===== config.mk =====
export PLATFORM = sky130hd
export DESIGN_NAME = adjacency_matrix_store
export DESIGN_NICKNAME = d
export VERILOG_FILES = /design/src/hdl/adjm_pkg.sv /design/src/hdl/adjacency_matrix_store.sv
export SDC_FILE = /design/constraint.sdc
export NUM_CORES = 1
export LEC_CHECK = 0
export ABC_AREA = 1
export BUFFER_PORTS_ARGS = -buffer_cell sky130_fd_sc_hd__buf_2
export CAP_MARGIN = 15
export CORE_MARGIN = 5
export CORE_UTILIZATION = 55
export DETAILED_ROUTE_END_ITERATION = 10
export PLACE_DENSITY = 0.74
export SYNTH_ARGS = -nofsm -noshare
export SYNTH_HDL_FRONTEND = slang
export SYNTH_SLANG_ARGS = --single-unit

===== constraint.sdc =====
create_clock -name clock -period 5.85 [get_ports clock]
set_input_delay 1.17 -clock clock [delete_from_list [all_inputs] [get_ports clock]]
set_output_delay 1.17 -clock clock [all_outputs]
set_load 0.05 [all_outputs]

===== src/hdl/adjm_pkg.sv =====
`default_nettype none

package adjm_pkg;

   localparam int DEF_MAX_VERTICES = 16;

   localparam int REQ_W    = 2;
   localparam int VERTEX_W = 4;
   localparam int VCOUNT_W = 5;
   localparam int COUNT_W  = 5;
   localparam int CSR_AW   = 3;
   localparam int CSR_DW   = 32;

   localparam logic [REQ_W-1:0] REQ_ADD   = 2'd0;
   localparam logic [REQ_W-1:0] REQ_QUERY = 2'd1;
   localparam logic [REQ_W-1:0] REQ_LIST  = 2'd2;

   localparam logic REG_VCOUNT = 1'b0;
   localparam logic REG_UNDIR  = 1'b1;

   localparam logic [VCOUNT_W-1:0] VCOUNT_RESET = 5'd16;
   localparam logic                UNDIR_RESET  = 1'b0;

   localparam logic STATUS_OK  = 1'b0;
   localparam logic STATUS_ERR = 1'b1;

endpackage

`default_nettype wire


===== src/hdl/adjacency_matrix_store.sv =====
// Adjacency-matrix edge store.
// Request channel: start with req_type (add, query, list), req_from_vertex and
// req_to_vertex. A transaction is taken at a clock edge with start high and
// busy low; busy stays high until the request has finished.
// Result channel: each result shows for one cycle with rsp_valid high; the
// receiver must take it then. rsp_last marks the final result of a request.
// Add and query give one result in the cycle after acceptance; an undirected
// add of two distinct vertices gives its result from a second state, because
// the second row needs its own read-modify-write on the row memory.
// A list of an empty row gives one result after the row read; otherwise the
// row read is followed by one neighbor out per cycle, from a priority scan
// of the fetched row.
// Out-of-range indices give one error result and change nothing; request
// code 3 gives no result and frees the block after the read state.
// Configuration: APB-style, vertex_count at 0x0 and undirected at 0x4.
// Reset clears the matrix at once through per-row valid bits and sets
// vertex_count to 16 and undirected to 0.
`default_nettype none

module adjacency_matrix_store #(
   parameter int MAX_VERTICES = adjm_pkg::DEF_MAX_VERTICES
) (
   input  wire                                clock,
   input  wire                                reset,
   input  wire                                start,
   output logic                               busy,
   input  wire  [adjm_pkg::REQ_W-1:0]         req_type,
   input  wire  [adjm_pkg::VERTEX_W-1:0]      req_from_vertex,
   input  wire  [adjm_pkg::VERTEX_W-1:0]      req_to_vertex,
   output logic                               rsp_valid,
   output logic                               rsp_status,
   output logic                               rsp_is_adjacent,
   output logic                               rsp_found,
   output logic [adjm_pkg::VERTEX_W-1:0]      rsp_neighbor,
   output logic [adjm_pkg::COUNT_W-1:0]       rsp_neighbor_count,
   output logic                               rsp_last,
   input  wire                                psel,
   input  wire                                penable,
   input  wire                                pwrite,
   input  wire  [adjm_pkg::CSR_AW-1:0]        paddr,
   input  wire  [adjm_pkg::CSR_DW-1:0]        pwdata,
   output logic [adjm_pkg::CSR_DW-1:0]        prdata,
   output logic                               pready
);
   import adjm_pkg::*;

   localparam int ROWS = (MAX_VERTICES < 16) ? MAX_VERTICES : 16;
   localparam int AW   = $clog2(ROWS);

   localparam logic [1:0] S_IDLE = 2'd0;
   localparam logic [1:0] S_READ = 2'd1;
   localparam logic [1:0] S_ADD2 = 2'd2;
   localparam logic [1:0] S_LIST = 2'd3;

   localparam logic [ROWS-1:0] ONE_ROW = {{(ROWS-1){1'b0}}, 1'b1};

   logic [1:0]            state_ff, state_in;
   logic [REQ_W-1:0]      req_ff, req_in;
   logic [VERTEX_W-1:0]   from_ff, from_in;
   logic [VERTEX_W-1:0]   to_ff, to_in;
   logic                  err_ff, err_in;
   logic [ROWS-1:0]       scan_ff, scan_in;
   logic [COUNT_W-1:0]    cnt_ff, cnt_in;
   logic [VCOUNT_W-1:0]   vcount_ff;
   logic                  undir_ff;

   logic [ROWS-1:0]       mem [ROWS];
   logic [ROWS-1:0]       valid_ff;
   logic [ROWS-1:0]       rd_row_ff;
   logic                  rd_valid_ff;
   logic [AW-1:0]         rd_addr;
   logic                  wr_en;
   logic [AW-1:0]         wr_addr;
   logic [ROWS-1:0]       wr_data;

   logic [VCOUNT_W-1:0]   lim;
   logic [ROWS-1:0]       lim_mask;
   logic [ROWS-1:0]       row_q;
   logic [ROWS-1:0]       listed;
   logic [AW-1:0]         low;
   logic [ROWS-1:0]       rest;
   logic                  csr_wr;

   assign pready = 1'b1;
   assign csr_wr = psel && penable && pwrite && pready;
   assign prdata = (paddr[2] == REG_UNDIR) ? {{(CSR_DW-1){1'b0}}, undir_ff}
                                           : {{(CSR_DW-VCOUNT_W){1'b0}}, vcount_ff};

   always_ff @(posedge clock) begin
      if (reset) begin
         vcount_ff <= VCOUNT_RESET;
         undir_ff  <= UNDIR_RESET;
      end else if (csr_wr) begin
         if (paddr[2] == REG_UNDIR) begin
            undir_ff <= pwdata[0];
         end else begin
            vcount_ff <= pwdata[VCOUNT_W-1:0];
         end
      end
   end

   always_comb begin
      if (vcount_ff > VCOUNT_W'(ROWS)) begin
         lim = VCOUNT_W'(ROWS);
      end else begin
         lim = vcount_ff;
      end
      for (int i = 0; i < ROWS; i++) begin
         lim_mask[i] = (VCOUNT_W'(i) < lim);
      end
   end

   assign row_q  = rd_valid_ff ? rd_row_ff : '0;
   assign listed = row_q & lim_mask;
   assign busy   = (state_ff != S_IDLE);

   always_comb begin
      low = '0;
      for (int i = ROWS - 1; i >= 0; i--) begin
         if (scan_ff[i]) begin
            low = AW'(i);
         end
      end
      rest = scan_ff & ~(ONE_ROW << low);
   end

   always_comb begin
      state_in = state_ff;
      req_in   = req_ff;
      from_in  = from_ff;
      to_in    = to_ff;
      err_in   = err_ff;
      scan_in  = scan_ff;
      cnt_in   = cnt_ff;
      rd_addr  = req_from_vertex[AW-1:0];
      wr_en    = 1'b0;
      wr_addr  = from_ff[AW-1:0];
      wr_data  = row_q | (ONE_ROW << to_ff[AW-1:0]);

      rsp_valid          = 1'b0;
      rsp_status         = STATUS_OK;
      rsp_is_adjacent    = 1'b0;
      rsp_found          = 1'b0;
      rsp_neighbor       = '0;
      rsp_neighbor_count = '0;
      rsp_last           = 1'b0;

      case (state_ff)
         S_IDLE: begin
            if (start) begin
               req_in   = req_type;
               from_in  = req_from_vertex;
               to_in    = req_to_vertex;
               err_in   = ({1'b0, req_from_vertex} >= lim) ||
                          ((req_type != REQ_LIST) && ({1'b0, req_to_vertex} >= lim));
               state_in = S_READ;
            end
         end
         S_READ: begin
            state_in = S_IDLE;
            if (req_ff inside {REQ_ADD, REQ_QUERY, REQ_LIST}) begin
               if (err_ff) begin
                  rsp_valid  = 1'b1;
                  rsp_status = STATUS_ERR;
                  rsp_last   = 1'b1;
               end else begin
                  case (req_ff)
                     REQ_ADD: begin
                        wr_en = 1'b1;
                        if (undir_ff && (to_ff != from_ff)) begin
                           rd_addr  = to_ff[AW-1:0];
                           state_in = S_ADD2;
                        end else begin
                           rsp_valid = 1'b1;
                           rsp_last  = 1'b1;
                        end
                     end
                     REQ_QUERY: begin
                        rsp_valid       = 1'b1;
                        rsp_is_adjacent = row_q[to_ff[AW-1:0]];
                        rsp_last        = 1'b1;
                     end
                     default: begin
                        if (listed == '0) begin
                           rsp_valid = 1'b1;
                           rsp_last  = 1'b1;
                        end else begin
                           scan_in  = listed;
                           cnt_in   = '0;
                           state_in = S_LIST;
                        end
                     end
                  endcase
               end
            end
         end
         S_ADD2: begin
            wr_en     = 1'b1;
            wr_addr   = to_ff[AW-1:0];
            wr_data   = row_q | (ONE_ROW << from_ff[AW-1:0]);
            rsp_valid = 1'b1;
            rsp_last  = 1'b1;
            state_in  = S_IDLE;
         end
         S_LIST: begin
            rsp_valid    = 1'b1;
            rsp_found    = 1'b1;
            rsp_neighbor = VERTEX_W'(low);
            scan_in      = rest;
            cnt_in       = cnt_ff + 1'b1;
            if (rest == '0) begin
               rsp_last           = 1'b1;
               rsp_neighbor_count = cnt_ff + 1'b1;
               state_in           = S_IDLE;
            end
         end
         default: begin
            state_in = S_IDLE;
         end
      endcase
   end

   always_ff @(posedge clock) begin
      if (reset) begin
         state_ff <= S_IDLE;
      end else begin
         state_ff <= state_in;
      end
   end

   always_ff @(posedge clock) begin
      req_ff  <= req_in;
      from_ff <= from_in;
      to_ff   <= to_in;
      err_ff  <= err_in;
      scan_ff <= scan_in;
      cnt_ff  <= cnt_in;
   end

   always_ff @(posedge clock) begin
      if (wr_en) begin
         mem[wr_addr] <= wr_data;
      end
      rd_row_ff <= mem[rd_addr];
   end

   always_ff @(posedge clock) begin
      if (reset) begin
         valid_ff <= '0;
      end else if (wr_en) begin
         valid_ff[wr_addr] <= 1'b1;
      end
   end

   always_ff @(posedge clock) begin
      rd_valid_ff <= valid_ff[rd_addr];
   end

   assert property (@(posedge clock) disable iff (reset) !busy |-> !rsp_valid)
      else $error("result outside an active transaction");

   assert property (@(posedge clock) disable iff (reset)
      rsp_valid && (rsp_status == STATUS_ERR) |-> rsp_last && !rsp_found)
      else $error("error result must be a single final result");

   assert property (@(posedge clock) disable iff (reset)
      rsp_valid && !rsp_last |=> rsp_valid && rsp_found)
      else $error("neighbor list interrupted");

   assert property (@(posedge clock) disable iff (reset) start && !busy |=> busy)
      else $error("accepted transaction did not raise busy");

endmodule

`default_nettype wire


# Yosys cells after proc, flatten, opt, wreduce, memory -nomap -nowiden
# Memory sizes are Yosys's and may differ from the RTL's. A register that Yosys moved wholly into a read port is not among the register bits.
# Cells that the tools add are included.
# W data, S select, Z words.
# totals
reg_bits	57
n_memories	1
output_inout_bits	48
ram_bits	256
wordCells	154
# mem_list
name	depth	width	read_ports	rd_ports_with_merged_regs	wr	line	text
mem	16	16	1	1	1	adjacency_matrix_store.sv:67	logic [ROWS-1:0] mem [ROWS];
# op_classes
shift	3
mux	75
n_eq_ne	13
n_reduce_logical	20
addsub	1
n_lt_le_gt_ge	23
n_bitwise	7
# ops
cell	n
$mux W16	6
$mux W4	23
$or A16 B16 Y16	3
$shl A1 B4 Y16 const A	3
$lt A4 B5 Y1 const A	8
$mux W5	8
$and A16 B16 Y16	2
$logic_not A16 Y1	2
$pmux W16 S2	1
$mux W1	21
$lt A3 B5 Y1 const A	4
$not A16 Y16	1
$lt A4 B5 Y1 const B	3
$ne A2 B2 Y1 const B	7
$mux W2	6
$ge A4 B5 Y1	2
$lt A1 B5 Y1 const A	2
$lt A2 B5 Y1 const A	2
$pmux W5 S2	1
$bmux W1 S4	2
$pmux W2 S4	1
$reduce_and A2 Y1	4
$eq A2 B2 Y1 const B	3
$pmux W1 S2	3
other kinds (16)	24

# Logic depth before layout (Yosys ltp)
# Gate-level depths: netlist of run 1.
# logic_depth
word_depth	22
ltp_mapped	25
ltp_nobuf	25

# Worst setup path before layout of run 1
# Ideal clock, no wire load.
# synth_path
path_type	register to output
from	reg scan_ff[14]
to	out rsp_neighbor_count[2] in the netlist's numbering
t_required_ns	4.680
t_arrival_ns	2.583
stages_incl_launch_ff	22
setup_slack_ns	2.097
path_cell_list	edfxtp_1 -> inv_2 -> nand2_1 -> nand2_1 -> nand2_1 -> nand2_1 -> nand2_1 -> nand2_1 -> nand2_1 -> nand2_1 -> nand2_1 -> nand2_1 -> nand2_1 -> nand2_2 -> nand2_4 -> nand2_2 -> nand4_1 -> o21bai_1 -> nand3_1 -> nor2_2 -> nand2_2 -> nor4_2
# synth_between
elab_chain_len	21
# synth_lines
element	line	text
start, declared	adjacency_matrix_store.sv:62	logic [ROWS-1:0] scan_ff, scan_in;
start signal, assigned	adjacency_matrix_store.sv:236	scan_ff <= scan_in;
$mux W4 (15 in series)	adjacency_matrix_store.sv:120	if (scan_ff[i]) begin
$shl A1 B4 Y16	adjacency_matrix_store.sv:124	rest = scan_ff & ~(ONE_ROW << low);
$not A16 Y16	adjacency_matrix_store.sv:124	
$and A16 B16 Y16 (*)	adjacency_matrix_store.sv:124	
$logic_not A16 Y1 (*)	adjacency_matrix_store.sv:211	if (rest == '0) begin
$mux W5 (*)	adjacency_matrix_store.sv:211	
$mux W5 (*)	adjacency_matrix_store.sv:148	case (state_ff)
end, declared	adjacency_matrix_store.sv:35	output logic [adjm_pkg::COUNT_W-1:0] rsp_neighbor_count,
# Every way passes the cells marked *; elsewhere a longest branch is shown, timed or not.

# Worst setup path after layout of run 1
# layout_path
from	reg vcount_ff[1]
to	out rsp_last
# layout_between
elab_chain_len	10
word_cells_on_any_way	25
classes_between	order compare (17); mux (6); bitwise (1); reduce/logical (1)
# layout_lines
element	line	text
start, declared	adjacency_matrix_store.sv:64	logic [VCOUNT_W-1:0] vcount_ff;
start signal, assigned	adjacency_matrix_store.sv:97	vcount_ff <= pwdata[VCOUNT_W-1:0];
$gt A5 B5 Y1	adjacency_matrix_store.sv:103	if (vcount_ff > VCOUNT_W'(ROWS)) begin
$mux W5 (*)	adjacency_matrix_store.sv:103	
$lt A1 B5 Y1, or another cell as far along	adjacency_matrix_store.sv:109	lim_mask[i] = (VCOUNT_W'(i) < lim);
$and A16 B16 Y16 (*)	adjacency_matrix_store.sv:114	assign listed = row_q & lim_mask;
$logic_not A16 Y1 (*)	adjacency_matrix_store.sv:184	if (listed == '0) begin
$mux W1 (*)	adjacency_matrix_store.sv:184	
$pmux W1 S2 (*)	adjacency_matrix_store.sv:167	case (req_ff)
$mux W1 (*)	adjacency_matrix_store.sv:162	if (err_ff) begin
$mux W1 (*)	adjacency_matrix_store.sv:161	if (req_ff inside {REQ_ADD, REQ_QUERY, REQ_LIST}) begin
$pmux W1 S3 (*)	adjacency_matrix_store.sv:148	
end, declared	adjacency_matrix_store.sv:36	output logic rsp_last,
# Marks and branches as above.

==> reports/results.tsv, run 1 <==
stage	metric	value	unit
status	outcome	complete, no violations	
yosys	yosys.area.top_type_share	60.0	%
finish	fillCellCount	1980	
global_routing	grt_pass1_vias	9635	
timing	fmax	221	MHz
worst_setup_path	max_stage_delay	0.54	ns
clock_network	clkSinkCount	329	
yosys	syn_avg_cell_area	11.0	um^2
worst_setup_path	worstSetupPathType	reg2out	
yosys	yosysMostFrequentCell	edfxtp_1	
clock_network	clkSlewWorstSetupHoldPaths	0.06	ns
pwr	seqPwrFrac	49.1	%
clock_network	cts_tree	done	
yosys	ys.flop_type	edfxtp_1	
yosys	yosys.area_share.simple	13.2	%
drt	wl_per_cell	20.7	um
worst_setup_path	worst_ep_required_time	4.68	ns
global_routing	grt-ovfl-total	0	
placement	place_congestion	0.909	
yosys	yosys.area.top_type	edfxtp_1	
worst_setup_path	endpoint_kind	primary output	
floorplanning	ioPinCount	99	
yosys	synth_edf_count	288	
pwr	p_comb_share	12.7	%
timing	fin_crit	4.53	ns
timing	rsz0062_at_grt	false	
floorplanning	rows	59	
drt	drt-total-wl	35.6	mm
yosys	synthAdderAreaFrac	1.13	%
floorplanning	die_height	172	um
yosys	synth_top_family_by_area	compound AO/OA/AOI/OAI gates	
yosys	muxShareOfSynthArea	0.278	%
finish	antenna-diode-count	0	
placement	dp.cells	1661	
pwr	p_int	0.00417	W
global_routing	grt_usage	23.7	%
floorplanning	die_w	172	um
finish	fin_cells	1722	
yosys	synth_seq_cells	329	
timing	fin_crit_sh	77.4	%
worst_setup_path	slowest_stage	nor4_1	
flow_run	cap_violations	0	
yosys	ys_seq_area_share	65.7	%
finish	seqCellArea	0.00947	mm^2
finish	fin_nets	1426	
drt	drc	0	
clock_network	cts_setup_buffers	0	
pwr	finalPower	0.00563	W
drt	num_vias	10300	
pwr	p_leak	5.83	nW
finish	areaGrowthSynthToFinish	11.7	%
placement	io_buffer_count	41	
yosys	yosys-top-cells-area	edfxtp_1, o21ai_0, nor2_1	
pwr	switching_share	26.1	%
hold_path	hold_class	reg2reg	
global_routing	antenna_found_initial	0	
timing	hold_viol_final	0	
drt	firstDrtPassIters	6	
clock_network	clk_latency	0.51	ns
finish	multiInputGateArea	0.00424	mm^2
yosys	synth-xor-area-share	0.243	%
floorplanning	die_area	0.0296	mm^2
pwr	clock_power_share	38.1	%
yosys	ys.warnings.count	0	
timing	max-slew-margin-rel	27.1	%
drt	detail_route.iter0.violations	1315	
yosys	synth_cells	1310	
yosys	netlist_area	0.0144	mm^2
finish	drive_above_1_share	13.0	%
drt	ant_nets	0	
finish	final_core_util	62.1	%
floorplanning	start_util	55.6	%
worst_setup_path	crit_path_frequent_cell	nand2_1	
timing	setup-tns-final	0	ns
clock_network	clockBufferDepth	3	
yosys	synth_compound_area_share	13.4	%
clock_network	ctsHtreeMaxLevel	2	
worst_setup_path	crit_path_max_fanout	5	
yosys	synth_cell_types	45	
clock_network	cts_made_buffers	34	
timing	slew_viol_final	0	
worst_setup_path	cp-start-kind	register	
pwr	vdd_ir_drop_max	0.240	mV
clock_network	postCtsHoldBufs	0	
global_routing	grt_max_degree	89	
worst_setup_path	cp_top_family	simple AND/OR/NAND/NOR gates	
clock_network	cts_root_buf	clkbuf_16	
pwr	power_density	350	mW/mm^2
placement	dp_hpwl	20.7	mm
pwr	p_sw	0.00147	W
worst_setup_path	worstPathCellList	nor2_1 > nand2_1 > o21ai_2 > nand2_1 > nor2_1 > a21oi_1 > nand2_1 > nand4_1 > nor4_1 > nor2_1 > nand2_1 > nand4_1 > a31oi_1 > buf_2	
drt	via_per_inst	6.00	
worst_setup_path	cp_num_buf_inv	1	
global_routing	grt_pass1_wl	53.8	mm
clock_network	cts_resized	0	
timing	worstMarginPinSlew	1.09	ns
timing	setup_viol	0	
yosys	postSynth.asyncResetShare	0	%
worst_setup_path	worstPathArrival	3.36	ns
timing	final.setup_skew	0.0140	ns
floorplanning	core	0.0259	mm^2
yosys	synth_common_cells	edfxtp_1, nor2_1, o21ai_0, nand2_1, inv_1	
==> flip-flops by register name (all words and copies together), names as in the netlist <==
signal and cells:
err_ff 1, mem 256, from_ff 4, to_ff 4
undir_ff 1, rd_row_ff 16, valid_ff 16, vcount_ff 5
state_ff 2, cnt_ff 5, rd_valid_ff 1, scan_ff 16
req_ff 2
==> power by group through the flow <==
stage / Clock (W) / Combinational (W) / Sequential, W
detailed placement: 0 / 0.000704 / 0.00282
finish: 0.00215 / 0.000717 / 0.00277
floorplan: 0 / 0.000515 / 0.00280
global route: 0.00227 / 0.000787 / 0.00277
CTS: 0.00217 / 0.000708 / 0.00277
global placement: 0 / 0.000687 / 0.00281
==> placed cells by master, fill, tap and decap left out, types with 4 or more instances in the layout <==
cell type / n
a21oi_1: 19
edfxtp_1: 288
conb_1: 28
nor3_1: 6
o21ai_0: 192
nor2_1: 223
mux2i_1: 4
nor4_2: 4
clkbuf_8: 4
inv_2: 4
inv_1: 82
o21ai_2: 4
xnor2_1: 4
nand4_1: 20
clkinv_2: 7
dfxtp_1: 41
nand3_1: 57
clkinv_1: 4
o22ai_1: 26
nand2_2: 5
clkbuf_16: 34
buf_2: 41
clkbuf_1: 9
nand2_1: 103
buf_4: 42
o21ai_1: 29
ha_1: 13
nor2_2: 18
o221ai_1: 41
==> final cells by class <==
type | count | share of cell area (%)
flip-flops and latches | 329 | 58.8
clock buffers | 47 | 5.84
inverters | 90 | 2.11
clock inverters | 14 | 1.10
well taps | 335 | 2.60
multi-input cells | 824 | 26.3
repair buffers | 83 | 3.23
==> per-layer routing <==
layer,share of wire [%],wire length [um],track usage (%)
met5,0,0,0
met4,2.7,972,7.76
met3,9.2,3260,3.04
met2,47,16900,38.5
met1,41,14500,33.6
==> worst min-delay path: stages, from the launching register on <==
cell	delay (ns)
dfxtp_1	0.32
nor2_1	0.05
nor2_1	0.07
==> through the flow <==
| stage | hold WS, ns | worst slack, ns | cell area (um^2) |
|---|---|---|---|
| floorplan | 0.435 | 2.10 | 14500 |
| global placement | 0.445 | 1.73 | 15000 |
| detailed placement | 0.451 | 1.68 | 15000 |
| CTS | 0.465 | 1.36 | 16100 |
| global route | 0.485 | 1.04 | 16100 |
| finish | 0.472 | 1.32 | 16100 |
==> kinds of logic (layout without fill, tap and decap cells) <==
family | after synthesis | after routing
compound gates | 332 | 332
xor+xnor | 4 | 4
fa+ha+maj | 13 | 13
buf+inv | 183 | 234
flops | 329 | 329
mux | 4 | 4
other cells | 2 | 28
simple gates | 443 | 443
==> path summary, 6_finish.rpt <==
| kind | startpoint | cells after the start | slack (ns) | endpoint |
|---|---|---|---|---|
| setup / recovery | vcount_ff[1] | 14 | 1.32 | rsp_last |
| hold / removal | valid_ff[12] | 2 | 0.47 | valid_ff[12] |
| setup reg to reg | to_ff[0] | 13 | 1.56 | rd_row_ff[5] |
| hold reg to reg | valid_ff[12] | 2 | 0.47 | valid_ff[12] |
Note: power is estimated with default switching activity, not from simulation.
==> inputs of run 2 (changes only) <==
Settings changed: PLACE_DENSITY 0.74 to 0.76.
Clock period 5.85 ns to 3.8 ns, I/O delays scaled along.
==> run 2 against run 1 <==
The run now ends with setup timing left. Critical path depth grew 9. Sequential power grew 54%. Utilization grew 1.0 points. Hold slack lost 0.10 ns. Design area grew 1.6%. Die area is the same. Combinational power grew 63%. First-iteration DRC count shrank 1.1%. Final cell count grew 1.0%. Via count grew 0.97%. Highest routed layer unchanged.
==> reports/results.tsv, run 2 (same netlist as run 1, synthesis figures left out) <==
stage	metric	value	unit	change
status	outcome	finished with violations		
status	violations	setup timing		
clock_network	ctsHtreeMaxLevel	1		-1
worst_setup_path	cp-start-kind	register		
worst_setup_path	cp_top_family	simple AND/OR/NAND/NOR gates		
hold_path	hold_class	in2reg		
global_routing	grt_pass1_vias	9682		+0.49%
timing	rsz0062_at_grt	true		
floorplanning	die_height	172	um	unchanged
drt	wl_per_cell	20.4	um	-1.4%
clock_network	clkSinkCount	329		unchanged
worst_setup_path	worstPathArrival	3.14	ns	-0.22 ns
timing	slew_viol_final	0		unchanged
pwr	p_comb_share	13.7	%	+1.0 points
clock_network	postCtsHoldBufs	0		unchanged
clock_network	clkSlewWorstSetupHoldPaths	0.07	ns	about the same
worst_setup_path	r2r-end	mem[4][0]		
drt	drc	0		unchanged
pwr	p_sw	0.00226	W	+54%
hold_path	hold_end	req_ff[0]		
finish	mostFrequentLayoutCell	edfxtp_1		
floorplanning	die_w	172	um	unchanged
timing	worst_slack	-0.0991	ns	-1.42 ns
worst_setup_path	crit_path_max_fanout	4		-1
finish	final_core_util	63.1	%	+1.0 points
finish	final_cell_mix	edfxtp_1, nor2_1, o21ai_0		
worst_setup_path	crit_path_frequent_cell	nand2_1		
worst_setup_path	worstPathCellList	nand2_2 > nand2_1 > nand2_1 > nand2_1 > nand2_1 > nand2_1 > nand2_1 > nand2_1 > nand2_1 > nand2_1 > nand2_1 > nand2_2 > nand2_4 > nand2_4 > buf_4 > nand2_2 > nand4_1 > nand2_1 > nand3_1 > nor2_4 > nand2_4 > nor4_4 > buf_6		
clock_network	cts_made_buffers	31		-8.8%
flow_run	cap_violations	0		unchanged
drt	firstDrtPassIters	6		unchanged
placement	place_area	0.0151	mm^2	+0.52%
floorplanning	die_area	0.0296	mm^2	unchanged
timing	setup_viol	6		+6
worst_setup_path	slowest_stage	edfxtp_1		
drt	num_vias	10400		+0.97%
finish	stdcell_area	0.0164	mm^2	+1.6%
pwr	p_int	0.00626	W	+50%
pwr	seqPwrFrac	50.0	%	+0.9 points
finish	regMostFlops	mem		
pwr	vdd_ir_drop_max	0.540	mV	+130%
timing	fin_crit_sh	103	%	
worst_setup_path	worstRegToRegCells	9		-4
pwr	switching_share	26.6	%	+0.52 points
floorplanning	rows	59		unchanged
floorplanning	start_util	55.6	%	unchanged
placement	dp_hpwl	20.7	mm	about the same
placement	place_congestion	0.971		+6.9%
finish	antenna-diode-count	0		unchanged
global_routing	grt_max_degree	137		+54%
drt	via_per_inst	5.99		about the same
global_routing	antenna_found_initial	0		unchanged
worst_setup_path	cp_num_buf_inv	2		+1
global_routing	grt-ovfl-total	0		unchanged
timing	fmax	256	MHz	
timing	final.setup_skew	0.0117	ns	-0.00227 ns
pwr	power_density	521	mW/mm^2	+49%
hold_path	min_from	req_type[0]		
timing	max-slew-margin-rel	29.1	%	+2.0 points
worst_setup_path	worst_ep_required_time	3.04	ns	-1.64 ns
drt	ant_nets	0		unchanged
worst_setup_path	endpoint_kind	primary output		
finish	areaGrowthSynthToFinish	13.5	%	
clock_network	clockBufferDepth	3		unchanged
finish	drive_above_1_share	15.8	%	+2.8 points
finish	fin_nets	1445		+1.3%
floorplanning	core	0.0259	mm^2	unchanged
floorplanning	ioPinCount	99		unchanged
clock_network	clk_latency	0.58	ns	+0.07 ns
drt	detail_route.iter0.violations	1301		-1.1%
pwr	p_leak	5.94	nW	+1.9%
timing	hold_viol_final	0		unchanged
timing	worstMarginPinSlew	1.06	ns	-0.0300 ns
clock_network	cts_tree	done		
placement	io_buffer_count	41		unchanged
drt	drt-total-wl	35.5	mm	-0.34%
worst_setup_path	reg2reg_slack	0.87	ns	-0.69 ns
placement	pre_cts_slack	0.334	ns	-1.34 ns
clock_network	cts_root_buf	clkbuf_16		
worst_setup_path	reg2reg_from	state_ff[0]		
timing	setup-tns-final	-0.386	ns	-0.386 ns
global_routing	grt_usage	23.4	%	-0.32 points
timing	fin_crit	3.90	ns	
worst_setup_path	max_stage_delay	0.46	ns	-0.08 ns
finish	largest_reg_flops	256		unchanged
global_routing	grt_pass1_wl	53.4	mm	-0.83%
pwr	clock_power_share	36.3	%	-1.8 points
hold_path	hold_path_depth	1		-1
worst_setup_path	worstSetupPathType	reg2out		
-- run 2: cell types whose count changed in the layout (fill, tap and decap cells not counted), sizes merged --
| cell | before | now |
|---|---|---|
| clkinvlp | 1 | 2 |
| buf | 83 | 103 |
| clkbuf | 47 | 39 |
| clkinv | 13 | 18 |
-- run 2: metal layers --
metal / GRT usage [%] / wire length [um] / vias to the layer above
met5: 0 / 0 / -
met4: 7.69 / 1230 / 0
met3: 3.48 / 3280 / 97
met2: 38.4 / 16800 / 549
met1: 32.4 / 14200 / 4999
li1: - / - / 4783
-- run 2: worst max path at each step --
stage | startpoint | to | depth (start not counted)
2_1_floorplan | state_ff[0] | cnt_ff[0] | 4
3_3_place_gp | vcount_ff[1] | rsp_last | 14
3_5_place_dp | vcount_ff[1] | rsp_last | 14
4_1_cts | vcount_ff[1] | rsp_last | 14
5_1_grt | scan_ff[15] | rsp_neighbor_count[3] | 23
6_report | scan_ff[15] | rsp_neighbor_count[3] | 23
-- run 2: cell type report --
cell class | instances | area [um^2]
tap | 335 | 419
sequential | 329 | 9480
clock buffer | 37 | 828
multi-input combinational | 824 | 4330
timing repair buffer | 105 | 769
clock inverter | 20 | 199
inverter | 90 | 339
fill | 1910 | 9550
-- run 2: what timing repair did --
item,in CTS,in global routing
cloned,0,0
pin swaps,3,13
setup buffers,11,9
endpoints found under the setup margin,7,8
resized for setup,13,24
hold endpoints to repair,0,0
-- run 2: metrics by stage --
stage | instances | total power, W | hold WS [ns]
5_1_grt | 1740 | 0.00881 | 0.364
2_1_floorplan | 1336 | 0.00510 | 0.435
3_5_place_dp | 1663 | 0.00543 | 0.453
4_1_cts | 1731 | 0.00851 | 0.363
3_3_place_gp | 1663 | 0.00539 | 0.447
6_report | 1740 | 0.00852 | 0.372
-- run 2: power by group through the flow --
| stage | Sequential [W] | Clock [W] | Combinational [W] |
|---|---|---|---|
| 2_1_floorplan | 0.00431 | 0 | 0.000793 |
| 3_3_place_gp | 0.00433 | 0 | 0.00106 |
| 3_5_place_dp | 0.00434 | 0 | 0.00109 |
| 4_1_cts | 0.00426 | 0.00312 | 0.00113 |
| 5_1_grt | 0.00427 | 0.00326 | 0.00128 |
| 6_report | 0.00427 | 0.00309 | 0.00117 |
==> inputs of run 3 (changes only) <==
Settings changed: CORE_UTILIZATION 55 to 60, PLACE_DENSITY 0.76 to 0.79.
Clock period 3.8 ns to 3.73 ns, I/O delays scaled along.
==> run 3 against run 2 <==
The flow still finishes with violations (setup timing). Highest routed layer unchanged. First-iteration DRC count rose by 12%. Sequential power increased by 2%. Clock skew grew 0.0063 ns. Worst setup slack improved by 0.037 ns. Power increased by 4.4%. Sequential cell count did not move. Critical path depth is 7 lower. Non-clock buffer count is 3 lower. Die area fell by 7.9%.
==> reports/results.tsv, run 3 (same netlist as run 1, synthesis figures left out) <==
stage	metric	value	unit	change
clock_network	clockBufferDepth	3		unchanged
hold_path	hold_class	in2reg		
clock_network	cts_root_buf	clkbuf_16		
worst_setup_path	cp-start-kind	register		
timing	fmax	264	MHz	
global_routing	met1_usage	36.2	%	+3.7 points
global_routing	gr-usage-met2	43.6	%	+5.2 points
floorplanning	die_area	0.0272	mm^2	-7.9%
flow_run	cap_violations	0		unchanged
global_routing	grt_max_degree	137		unchanged
timing	fin_crit	3.79	ns	
drt	num_vias	10600		+1.6%
floorplanning	core	0.0235	mm^2	-9.1%
timing	slew_viol_final	0		unchanged
floorplanning	rows	56		-5.1%
finish	drive_above_1_share	15.3	%	-0.52 points
clock_network	cts_tree	done		
clock_network	clkSinkCount	329		unchanged
finish	areaGrowthSynthToFinish	14.0	%	
drt	wl_per_cell	21.0	um	+2.8%
drt	detail_route.iter0.violations	1461		+12%
timing	setup-tns-final	-0.0809	ns	+0.305 ns
status	outcome	finished with violations		
drt	via_per_inst	6.14		+2.4%
global_routing	grt_usage	26.3	%	+3.0 points
timing	hold_viol_final	0		unchanged
worst_setup_path	crit_path_max_fanout	7		+3
global_routing	antenna_found_initial	0		unchanged
floorplanning	die_w	165	um	-4.0%
clock_network	clkSlewWorstSetupHoldPaths	0.06	ns	about the same
worst_setup_path	worstPathArrival	3.05	ns	-0.09 ns
pwr	finalPower	0.00890	W	+4.4%
clock_network	cts_made_buffers	34		+9.7%
finish	antenna-diode-count	0		unchanged
pwr	vdd_ir_drop_max	0.387	mV	-28%
drt	ant_nets	0		unchanged
worst_setup_path	endpoint_kind	primary output		
worst_setup_path	worst_ep_required_time	2.98	ns	-0.06 ns
floorplanning	die_height	165	um	-4.0%
global_routing	busiest_layer	met2		
timing	fin_crit_sh	102	%	
floorplanning	start_util	61.2	%	+5.6 points
finish	regMostFlops	mem		
global_routing	grt_pass1_wl	54.8	mm	+2.6%
global_routing	met3_usage	4.29	%	+0.82 points
finish	fin_nets	1445		unchanged
timing	setup_viol	2		-4
placement	pre_cts_slack	0.368	ns	+0.0340 ns
worst_setup_path	reg2reg_slack	0.33	ns	-0.54 ns
drt	drc	0		unchanged
placement	dp.cells	1653		-0.60%
finish	largest_reg_flops	256		unchanged
clock_network	ctsHtreeMaxLevel	2		+1
timing	final.setup_skew	0.0180	ns	+0.00635 ns
timing	worst_slack	-0.0618	ns	+0.0373 ns
timing	worstMarginPinSlew	1.10	ns	+0.0378 ns
finish	final_cell_mix	edfxtp_1, nor2_1, o21ai_0		
pwr	power_density	541	mW/mm^2	+3.9%
finish	final_core_util	69.8	%	+6.7 points
drt	firstDrtPassIters	6		unchanged
drt	drt-total-wl	36.2	mm	+2.0%
global_routing	grt-ovfl-total	0		unchanged
placement	place_congestion	0.916		-5.6%
placement	dp_hpwl	21.7	mm	+4.9%
floorplanning	ioPinCount	99		unchanged
pwr	p_leak	5.97	nW	+0.49%
status	violations	setup timing		
clock_network	postCtsHoldBufs	0		unchanged
global_routing	grt_pass1_vias	9820		+1.4%
finish	fin_cells	1726		-0.80%
timing	max-slew-margin-rel	26.6	%	-2.5 points
worst_setup_path	worstSetupPathType	reg2out		
clock_network	clk_latency	0.52	ns	-0.06 ns
finish	mostFrequentLayoutCell	edfxtp_1		
placement	io_buffer_count	41		unchanged
timing	rsz0062_at_grt	true		
[run 3: power breakdown]
| group | leakage (nW) | total (W) | internal [W] | switching [W] |
|---|---|---|---|---|
| clock | 0.543 | 0.00336 | 0.00203 | 0.00134 |
| combinational | 2.44 | 0.00119 | 0.000315 | 0.000878 |
| sequential | 2.98 | 0.00434 | 0.00426 | 0.0000861 |
| total | 5.97 | 0.00890 | 0.00660 | 0.00230 |
[run 3: layout make-up]
class | count | area (um^2)
clock buffers | 57 | 1030
clock inverters | 5 | 96.3
fillers | 1659 | 7110
inverters | 90 | 339
multi-input cells | 824 | 4350
flip-flops and latches | 329 | 9480
well taps | 319 | 399
repair buffers | 102 | 742
[run 3: worst paths after layout]
path / start / cells after the start / end
setup / recovery: scan_ff[12] / 16 / rsp_neighbor_count[3]
hold / removal: req_to_vertex[3] / 1 / to_ff[3]
setup reg to reg: to_ff[0] / 13 / rd_row_ff[8]
hold reg to reg: valid_ff[3] / 2 / valid_ff[3]
[run 3: per-stage QoR]
step	hold WS [ns]	area (um^2)
2_1_floorplan	0.435	14500
3_3_place_gp	0.444	15100
3_5_place_dp	0.459	15100
4_1_cts	0.438	16300
5_1_grt	0.444	16400
6_report	0.444	16400
[run 3: worst max-delay path: stages, from the launching register on]
cell      delay [ns]
edfxtp_1        0.46
inv_1           0.11
nand3_1         0.08
nand3_1         0.07
nand3_1         0.09
nand3_1         0.08
nand2_1         0.08
a21oi_4         0.22
nand4_1         0.19
o21ai_1         0.20
nand2_1         0.07
inv_1           0.06
nand3_1         0.11
nor2_4          0.16
nand2_4         0.11
nor4_4          0.25
buf_6           0.20
[run 3: routing by layer]
metal	vias up	part of all wire [%]
li1	4793	-
met2	647	49
met5	-	0
met3	93	9.8
met1	5059	39
met4	0	2.8
[run 3: timing repair]
item	in CTS	in global routing
setup buffers	4	7
setup endpoints to repair	7	7
pin swaps	3	10
resized for setup	15	30
